File: src/ugbp_pkg.sv
// Package with shared types, command codes and defaults of the grid broadphase.
package ugbp_pkg;

  // Default sizes of the object set and of the grid side.
  localparam int MAX_OBJECTS_DEF = 64;
  localparam int MAX_SIDE_DEF    = 16;

  // Field widths.
  localparam int CMD_W    = 3;
  localparam int ID_W     = 6;
  localparam int POS_W    = 16;
  localparam int SIDEL_W  = 3;
  localparam int CSIZE_W  = 13;
  localparam int CFG_W    = 13;

  // Command codes.
  localparam logic [CMD_W-1:0] CMD_ADD_CELL  = 3'd0;
  localparam logic [CMD_W-1:0] CMD_ADD_COORD = 3'd1;
  localparam logic [CMD_W-1:0] CMD_REMOVE    = 3'd2;
  localparam logic [CMD_W-1:0] CMD_QUERY     = 3'd3;
  localparam logic [CMD_W-1:0] CMD_CLEAR     = 3'd4;

  // Configuration register indexes.
  localparam logic REG_SIDE_LOG2 = 1'b0;
  localparam logic REG_CELL_SIZE = 1'b1;

  typedef struct packed {
    logic [CMD_W-1:0] cmd;
    logic [ID_W-1:0]  obj_id;
    logic [POS_W-1:0] pos_x;
    logic [POS_W-1:0] pos_y;
    logic [POS_W-1:0] max_x;
    logic [POS_W-1:0] max_y;
  } in_item_t;

  typedef struct packed {
    logic [ID_W-1:0] hit_id;
    logic            found;
    logic            last;
  } out_item_t;

endpackage

File: src/ugbp_div.sv
// Restoring divider, one quotient bit per cycle, for coordinate to cell conversion.
module ugbp_div (
  input  logic                       clk,
  input  logic                       rst_n,
  input  logic                       start,
  input  logic [ugbp_pkg::POS_W-1:0] dividend,
  input  logic [ugbp_pkg::CSIZE_W-1:0] divisor,
  output logic                       done,
  output logic [ugbp_pkg::POS_W-1:0] quotient
);
  import ugbp_pkg::*;

  localparam int CNT_W = $clog2(POS_W + 1);

  logic [CSIZE_W-1:0] rem_r, rem_nxt;
  logic [POS_W-1:0]   quo_r, quo_nxt;
  logic [CNT_W-1:0]   cnt_r, cnt_nxt;
  logic               run_r, run_nxt;
  logic               done_r, done_nxt;
  logic [CSIZE_W:0]   shifted;
  logic [CSIZE_W:0]   diff;

  // One shift and trial subtract per cycle.
  always_comb begin
    rem_nxt  = rem_r;
    quo_nxt  = quo_r;
    cnt_nxt  = cnt_r;
    run_nxt  = run_r;
    done_nxt = 1'b0;
    shifted  = {rem_r, quo_r[POS_W-1]};
    diff     = shifted - {1'b0, divisor};
    if (start) begin
      rem_nxt = '0;
      quo_nxt = dividend;
      cnt_nxt = CNT_W'(POS_W);
      run_nxt = 1'b1;
    end else if (run_r) begin
      if (shifted >= {1'b0, divisor}) begin
        rem_nxt = diff[CSIZE_W-1:0];
        quo_nxt = {quo_r[POS_W-2:0], 1'b1};
      end else begin
        rem_nxt = shifted[CSIZE_W-1:0];
        quo_nxt = {quo_r[POS_W-2:0], 1'b0};
      end
      cnt_nxt = cnt_r - CNT_W'(1);
      if (cnt_r == CNT_W'(1)) begin
        run_nxt  = 1'b0;
        done_nxt = 1'b1;
      end
    end
  end

  always_ff @(posedge clk) begin
    rem_r <= rem_nxt;
    quo_r <= quo_nxt;
    cnt_r <= cnt_nxt;
    if (!rst_n) begin
      run_r  <= 1'b0;
      done_r <= 1'b0;
    end else begin
      run_r  <= run_nxt;
      done_r <= done_nxt;
    end
  end

  assign done     = done_r;
  assign quotient = quo_r;

endmodule

File: config.mk
export PLATFORM = sky130hd
export DESIGN_NAME = ugbp_div
export DESIGN_NICKNAME = d
export VERILOG_FILES = /design/src/ugbp_pkg.sv /design/src/ugbp_div.sv
export SDC_FILE = /design/constraint.sdc
export NUM_CORES = 1
export LEC_CHECK = 0
export BUFFER_PORTS_ARGS = -buffer_cell sky130_fd_sc_hd__buf_4
export CAP_MARGIN = 20
export CORE_ASPECT_RATIO = 0.6
export CORE_MARGIN = 3
export CORE_UTILIZATION = 42
export CTS_CLUSTER_SIZE = 24
export DETAILED_ROUTE_END_ITERATION = 7
export RECOVER_POWER = 50
export SLEW_MARGIN = 40
export SYNTH_ARGS = -nofsm -noshare
export SYNTH_HDL_FRONTEND = slang
export SYNTH_SLANG_ARGS = --single-unit
File: constraint.sdc
create_clock -name clk -period 3.6 [get_ports clk]
set_clock_uncertainty 0.2 [all_clocks]
set_input_delay 1.08 -clock clk [delete_from_list [all_inputs] [get_ports clk]]
set_output_delay 1.08 -clock clk [all_outputs]
set_load 0.02 [all_outputs]
# Yosys cells after proc, flatten, opt, wreduce, memory -nomap -nowiden
# Index checks and enable logic that the tools add are counted.
[word_totals]
output_inout_bits = 17
word_cells = 21
ff_bits = 36
in_bits = 32
[classes]
n_reduce_logical = 2
add_sub_neg = 2
mux = 8
bitwise = 2
magnitude_cmp = 1
n_eq_ne = 1
[ops]
columns = ["cell", "count"]
rows = [
  ["16-bit two-way mux", 2],
  ["14-bit by 13-bit >= comparator with 1-bit output", 1],
  ["13-bit two-way mux", 1],
  ["13-bit subtractor", 1],
  ["5-bit by 1-bit equality test with 1-bit output, second input constant", 1],
  ["1-bit two-way mux", 5],
  ["5-bit by 1-bit subtractor with 5-bit output, second input constant", 1],
  ["3-bit OR reduction", 1],
  ["1-bit inverter", 2],
  ["2-bit nonzero test", 1],
]

# Depth between registers and ports, before layout
# Gate-level depths: netlist of the first run.
[logic_depth]
ltp_word = 4
mapped_depth = 10
ltp_nobuf = 9

# Least setup slack after synthesis of the first run
# Ideal clock, no wire load.
[synth_timing]
path_type = "input to register"
from = "input divisor[2] in the netlist's numbering"
to = "register quo_r[0], in the netlist quotient[0], data pin"
arrival_ps = 2641
path_stages = 8
required_ps = 3140
setup_slack_ps = 499
n_path_buf = 0
path_cell_list = "inv_1 > ha_1 > nor2b_4 > o31a_1 > o31ai_4 > a21o_2 > nand2_4 > mux2_2"
[synth_via]
elab_chain_len = 4
[synth_rtl]
columns = ["element", "line", "text"]
rows = [
  ["start, declared", "ugbp_div.sv:7", "input logic [ugbp_pkg::CSIZE_W-1:0] divisor,"],
  ["14-bit by 13-bit >= comparator with 1-bit output", "ugbp_div.sv:38", "if (shifted >= {1'b0, divisor}) begin"],
  ["1-bit two-way mux", "ugbp_div.sv:38", ""],
  ["16-bit two-way mux", "ugbp_div.sv:37", "end else if (run_r) begin"],
  ["16-bit two-way mux", "ugbp_div.sv:32", "if (start) begin"],
  ["named net quo_nxt[0]", "ugbp_div.sv:16", "logic [POS_W-1:0] quo_r, quo_nxt;"],
  ["end signal, assigned", "ugbp_div.sv:55", "quo_r <= quo_nxt;"],
  ["end, declared", "ugbp_div.sv:16", ""],
]
# The timed path passes the listed nets, and every way through them passes these cells. The select of a mux whose other input is x is not followed.
# A chain may end at the register's enable or synchronous reset.

# Worst setup path in the final report of the first run
[layout_timing]
from = "input divisor[9] in the netlist's numbering"
to = "register quo_r[0], in the netlist quotient[0], data pin"
# Same word-level chain as after synthesis.

==> impl_metrics.ini, run 1 <==
[floorplanning]
design.die.area_um2 = 6390
die_w_um = 101
coreArea_um2 = 5150
io_pins = 49
row_count = 20
die_y_um = 63.1
start_util = 0.443

[logic_synthesis]
synth_async_sr_flop_share = 0
ys_seq_elements = 36
synth_warnings = 0
synth-edff-count = 16
synthFlopType = dfxtp_1
postSynthCellCount = 234
synth_area_um2 = 2280
synth_nets = 282
ys_types = 55
ys_seq_area_frac = 0.386
avgSynthCellArea_um2 = 9.76

[clock_network]
hold_buffers = 0
clk_pin_slew_ns = 0.07
htree_levels = 2
root_buffer = clkbuf_8
postCtsSetupBuffers = 0
clock-sinks = 36
cts_buffer_depth = 2
cts_made_buffers = 5
clkLatencyLatePin_ns = 0.29
cts_tree = done
cts_resized = 0

[sta]
final-setup-viol-count = 0
fmax_ghz = 0.323
fin_tns_setup_ns = 0
final.min_clock_period_ns = 3.10
rsz0062_at_grt = false
worst_pin_slew_ns = 0.636
slew_violations = 0
max_slew_margin = 0.575
period_share = 0.861
hold_viol_final = 0

[job]
drv_cap = 0

[worst_setup_path]
reg2reg_from = quotient[15]
rrSetupSlack_ns = 0.94
crit_slowest_cell = ha_1
critical_path_arrival_ns = 2.94
critPathCaptureType = flip-flop
rr_worst_depth = 9
required_ns = 3.44
cpPeakStageDelay_ns = 0.36
critPathBufInv = 2
reg2reg_to = quotient[0]
cp_top_family = compound AO/OA/AOI/OAI gates
path_class = primary input to flip-flop
crit_chain = buf_4, inv_1, ha_1, a21oi_1, o21ai_0, a41oi_1, a21o_2, nand2_4, mux2_2
path_max_fanout = 9
critPathLaunchType = primary input

[pwr]
p_leak_nw = 1.14
peakVddDrop_mv = 0.175
power.density_nw_per_um2 = 370
total_power_w = 0.00101

[global_route]
gr-usage-met3 = 0.0442
grt_start_max_net_pins = 31
use_met1 = 0.289
grt_pass1_vias = 1772
grt.total_usage = 0.173
grt_pass1_wl_mm = 8.78
top_usage_layer = met1
overflow = 0
grt_use_met2 = 0.213
antenna_found_initial = 0

[min_path]
holdCritPathClass = flip-flop to flip-flop
hold_start = cnt_r[4]
min_to = cnt_r[4]
hold_depth = 2

[drt]
first_pass_iters = 4
routed_wl_mm = 5.25
antenna_left = 0
vias = 1907
wl_per_cell_um = 15.0
via_per_inst = 5.45
route.detailed.drc = 0
drt_iter0_markers = 96

[cells_and_area]
n_antenna_cell = 0
area_growth_pct = 19.6
num-fill-cells = 507
num-nets-final = 331
drive_gt1_frac = 0.257
final_common_cell = buf_4
mostFrequentLayoutCells = buf_4 (38), inv_1 (20), dfxtp_1 (20)

[placement]
dpl.hpwl_mm = 3.95
gp_congestion = 0.840
port_buffers = 48

[run_status]
outcome = complete, no violations
==> layer usage <==
layer | vias to the layer above | wire length [um]
li1 | 962 | -
met1 | 885 | 2900
met2 | 55 | 1970
met3 | 5 | 350
met4 | 0 | 35
met5 | - | 0
==> worst max path at each step <==
stage | startpoint | endpoint | slack, ns | depth (start not counted)
after floorplan | divisor[2] | quotient[0] | 0.50 | 8
after global placement | divisor[2] | quotient[0] | 0.29 | 9
after detailed placement | divisor[9] | quotient[0] | 0.22 | 9
after CTS | divisor[9] | quotient[0] | 0.52 | 9
after global routing | divisor[9] | quotient[0] | 0.38 | 9
final | divisor[9] | quotient[0] | 0.50 | 9
==> power by group <==
group	internal [W]	total, W	switching, W
clock network	0.000135	0.000275	0.000141
logic	0.000110	0.000242	0.000132
registers	0.000466	0.000494	0.0000276
==> sequential cells by signal (all words and copies together) (netlist names) <==
name	flops
done	1
rem_r	13
run_r	1
quotient	16
cnt_r	5
==> cell type report <==
cell class                      count  area [um2]  area share
Timing Repair Buffer               50         330       0.121
Multi-Input combinational cell    170        1280       0.469
Tap cell                           66        82.6      0.0302
Inverter                           20        75.1      0.0275
Clock inverter                      1        3.75     0.00137
Sequential cell                    36         881       0.323
Clock buffer                        7        76.3      0.0280
==> worst register-to-register path: stages, from the launching register on <==
cell and delay (ns):
edfxtp_1 0.44, inv_1 0.09, ha_1 0.17, fa_1 0.23, nor2b_4 0.06, o31a_1 0.29
o31ai_4 0.26, a21o_2 0.26, nand2_4 0.12, mux2_2 0.29
==> logic make-up after synthesis <==
family / share of synthesized area
AO/OA/AOI/OAI: 0.190
XOR/XNOR: 0.0422
adder cells (fa/ha/maj): 0.0910
buffers and inverters: 0.0531
flip-flops: 0.386
multiplexers: 0.0789
AND/OR/NAND/NOR: 0.159
==> synthesized netlist by cell type, types with 2 or more instances <==
library cell / number / area share
o211ai_1: 6 / 0.020
a21oi_1: 12 / 0.026
edfxtp_1: 16 / 0.21
dfxtp_1: 20 / 0.18
a21o_1: 2 / 0.0066
a41oi_1: 2 / 0.0077
or2_2: 2 / 0.0055
nor3_1: 7 / 0.015
and2_1: 2 / 0.0055
and3_1: 2 / 0.0055
nor2_1: 16 / 0.026
buf_6: 2 / 0.0099
inv_1: 20 / 0.033
a31oi_1: 2 / 0.0055
nor4_1: 4 / 0.011
mux2_2: 16 / 0.079
nand3_1: 4 / 0.0088
o2111ai_1: 2 / 0.0077
and2b_2: 2 / 0.0077
nand2_1: 19 / 0.031
a311oi_1: 4 / 0.015
xor2_1: 4 / 0.015
clkbuf_1: 4 / 0.0066
nand2b_1: 2 / 0.0055
ha_1: 15 / 0.082
o21ai_0: 9 / 0.020
a211oi_1: 2 / 0.0066
xnor2_1: 7 / 0.027
nand3b_1: 3 / 0.0099
==> through the flow <==
stage | utilization | std cells | cell area (um2) | hold slack, ns | setup slack [ns]
5_1_grt | 0.530 | 350 | 2730 | 0.324 | 0.383
3_3_place_gp | 0.523 | 342 | 2700 | 0.284 | 0.291
4_1_cts | 0.538 | 350 | 2780 | 0.301 | 0.523
6_report | 0.530 | 350 | 2730 | 0.300 | 0.501
3_5_place_dp | 0.523 | 342 | 2700 | 0.283 | 0.222
2_1_floorplan | - | 234 | 2280 | 0.259 | 0.499
(Power assumes the default switching activity.)
==> run 2, diff against run 1 <==
Settings changed: ABC_CLOCK_PERIOD_IN_PS set to 3600, GPL_TIMING_DRIVEN set to 0.
==> run 2 against run 1 <==
Against the previous run: first-iteration DRC count is 9.4% higher; worst setup slack hardly changed; combinational power hardly changed.
==> impl_metrics.ini, run 2 (synthesis gave the netlist of run 1 again) <==
[run_status]
outcome = complete, no violations

[min_path]
hold_start = cnt_r[1]
holdCritPathClass = flip-flop to flip-flop
hold_depth = 2
min_to = cnt_r[1]

[worst_setup_path]
cpPeakStageDelay_ns = 0.36
critPathCaptureType = flip-flop
critical_path_arrival_ns = 2.94
setup.worst_path.start = divisor[9]
critPathBufInv = 2
rrSetupSlack_ns = 0.92
cp_top_family = compound AO/OA/AOI/OAI gates
critPathLaunchType = primary input
crit_slowest_cell = ha_1
rr_worst_depth = 9
path_class = primary input to flip-flop
crit_chain = buf_4, inv_1, ha_1, a21oi_1, o21ai_0, a41oi_1, a21o_2, nand2_4, mux2_2
required_ns = 3.45
reg2reg_from = quotient[15]
path_max_fanout = 9
reg2reg_to = quotient[0]

[global_route]
overflow = 0
top_usage_layer = met1
grt_pass1_wl_mm = 9.32
use_met1 = 0.310
antenna_found_initial = 0
gr-usage-met3 = 0.0454
grt_start_max_net_pins = 17
grt_pass1_vias = 1868
grt_use_met2 = 0.235
grt.total_usage = 0.187

[sta]
worst_pin_slew_ns = 0.665
final-setup-viol-count = 0
final.min_clock_period_ns = 3.10
slew_violations = 0
rsz0062_at_grt = false
hold_viol_final = 0
max_slew_margin = 0.555
fin_tns_setup_ns = 0
period_share = 0.861
fmax_ghz = 0.323

[cells_and_area]
final_common_cell = buf_4
largest_reg_flops = 16
drive_gt1_frac = 0.241
finalNonFillerCells = 356
area_growth_pct = 21.2
fin_area_um2 = 2770
n_antenna_cell = 0
num-nets-final = 337
mostFrequentLayoutCells = buf_4 (30), clkbuf_1 (23), inv_1 (20), dfxtp_1 (20), nand2_1 (19)

[placement]
gp_congestion = 0.834
dp_cells = 348
postPlaceCellArea_um2 = 2730
port_buffers = 48
dpl.hpwl_mm = 4.32

[pwr]
p_leak_nw = 1.14
clock_power_share = 0.325
p_comb_frac = 0.225
power.density_nw_per_um2 = 393
switching_share = 0.283
peakVddDrop_mv = 0.207
p_switching_w = 0.000308
share_seq_of_total_power = 0.450
intPower_w = 0.000779

[floorplanning]
design.die.area_um2 = 6390
die_y_um = 63.1
coreArea_um2 = 5150
die_w_um = 101
io_pins = 49
row_count = 20
start_util = 0.443

[clock_network]
clk_pin_slew_ns = 0.07
cts_tree = done
postCtsSetupBuffers = 0
root_buffer = clkbuf_8
hold_buffers = 0
cts_made_buffers = 5
clkLatencyLatePin_ns = 0.29
htree_levels = 2
cts_resized = 0
clock-sinks = 36
cts_buffer_depth = 2

[drt]
drt_iter0_markers = 105
antenna_left = 0
route.detailed.drc = 0
via_per_inst = 5.34
vias = 1902
routed_wl_mm = 5.49
wl_per_cell_um = 15.4
first_pass_iters = 4

[job]
drv_cap = 0
==> run 2: changes by cell type in the layout (fill, tap and decap cells not counted), sizes merged <==
cell    before  now
clkbuf      19   28
buf         38   34
bufinv       0    1
==> run 2: worst max-delay path by stage <==
stage	endpoint	slack, ns	depth (start not counted)
CTS	quotient[0]	0.52	9
global route	quotient[0]	0.36	9
floorplan	quotient[0]	0.50	8
detailed placement	quotient[0]	0.20	9
global placement	quotient[0]	0.16	9
finish	quotient[0]	0.50	9
==> run 2: tightest hold or removal path: cells and delay by family, from the launching register on <==
kind,cells,cell delay (ns)
DFF,1,0.32
and+or+nand+nor,1,0.08
AOI/OAI and AO/OA,1,0.05
==> run 2: area by class of cell <==
cell class	count	area [um2]
plain buffers	8	46.3
repair buffers	48	293
inverters	20	75.1
clock inverters	2	35.0
clock buffers	6	72.6
flip-flops and latches	36	881
fillers	478	2390
multi-input cells	170	1280
well taps	66	82.6
==> run 2: power by group through the flow <==
stage,logic (W),registers [W],clock network [W]
CTS,0.000261,0.000490,0.000360
global placement,0.000258,0.000499,0
global route,0.000274,0.000495,0.000379
finish,0.000244,0.000489,0.000353
detailed placement,0.000259,0.000499,0
floorplan,0.000147,0.000517,0
==> run 2: metal layers <==
metal	vias to the layer above	wire (um)
li1	974	-
met1	874	2960
met2	48	2080
met3	6	394
met4	0	51
met5	-	0
==> run 2: per-stage QoR <==
stage / hold slack [ns] / setup slack, ns / power, W / utilization
after floorplan: 0.259 / 0.499 / 0.000664 / -
after global placement: 0.285 / 0.164 / 0.000757 / 0.529
after detailed placement: 0.285 / 0.205 / 0.000758 / 0.529
after CTS: 0.299 / 0.519 / 0.00111 / 0.550
after global routing: 0.340 / 0.364 / 0.00115 / 0.537
final: 0.300 / 0.501 / 0.00109 / 0.537
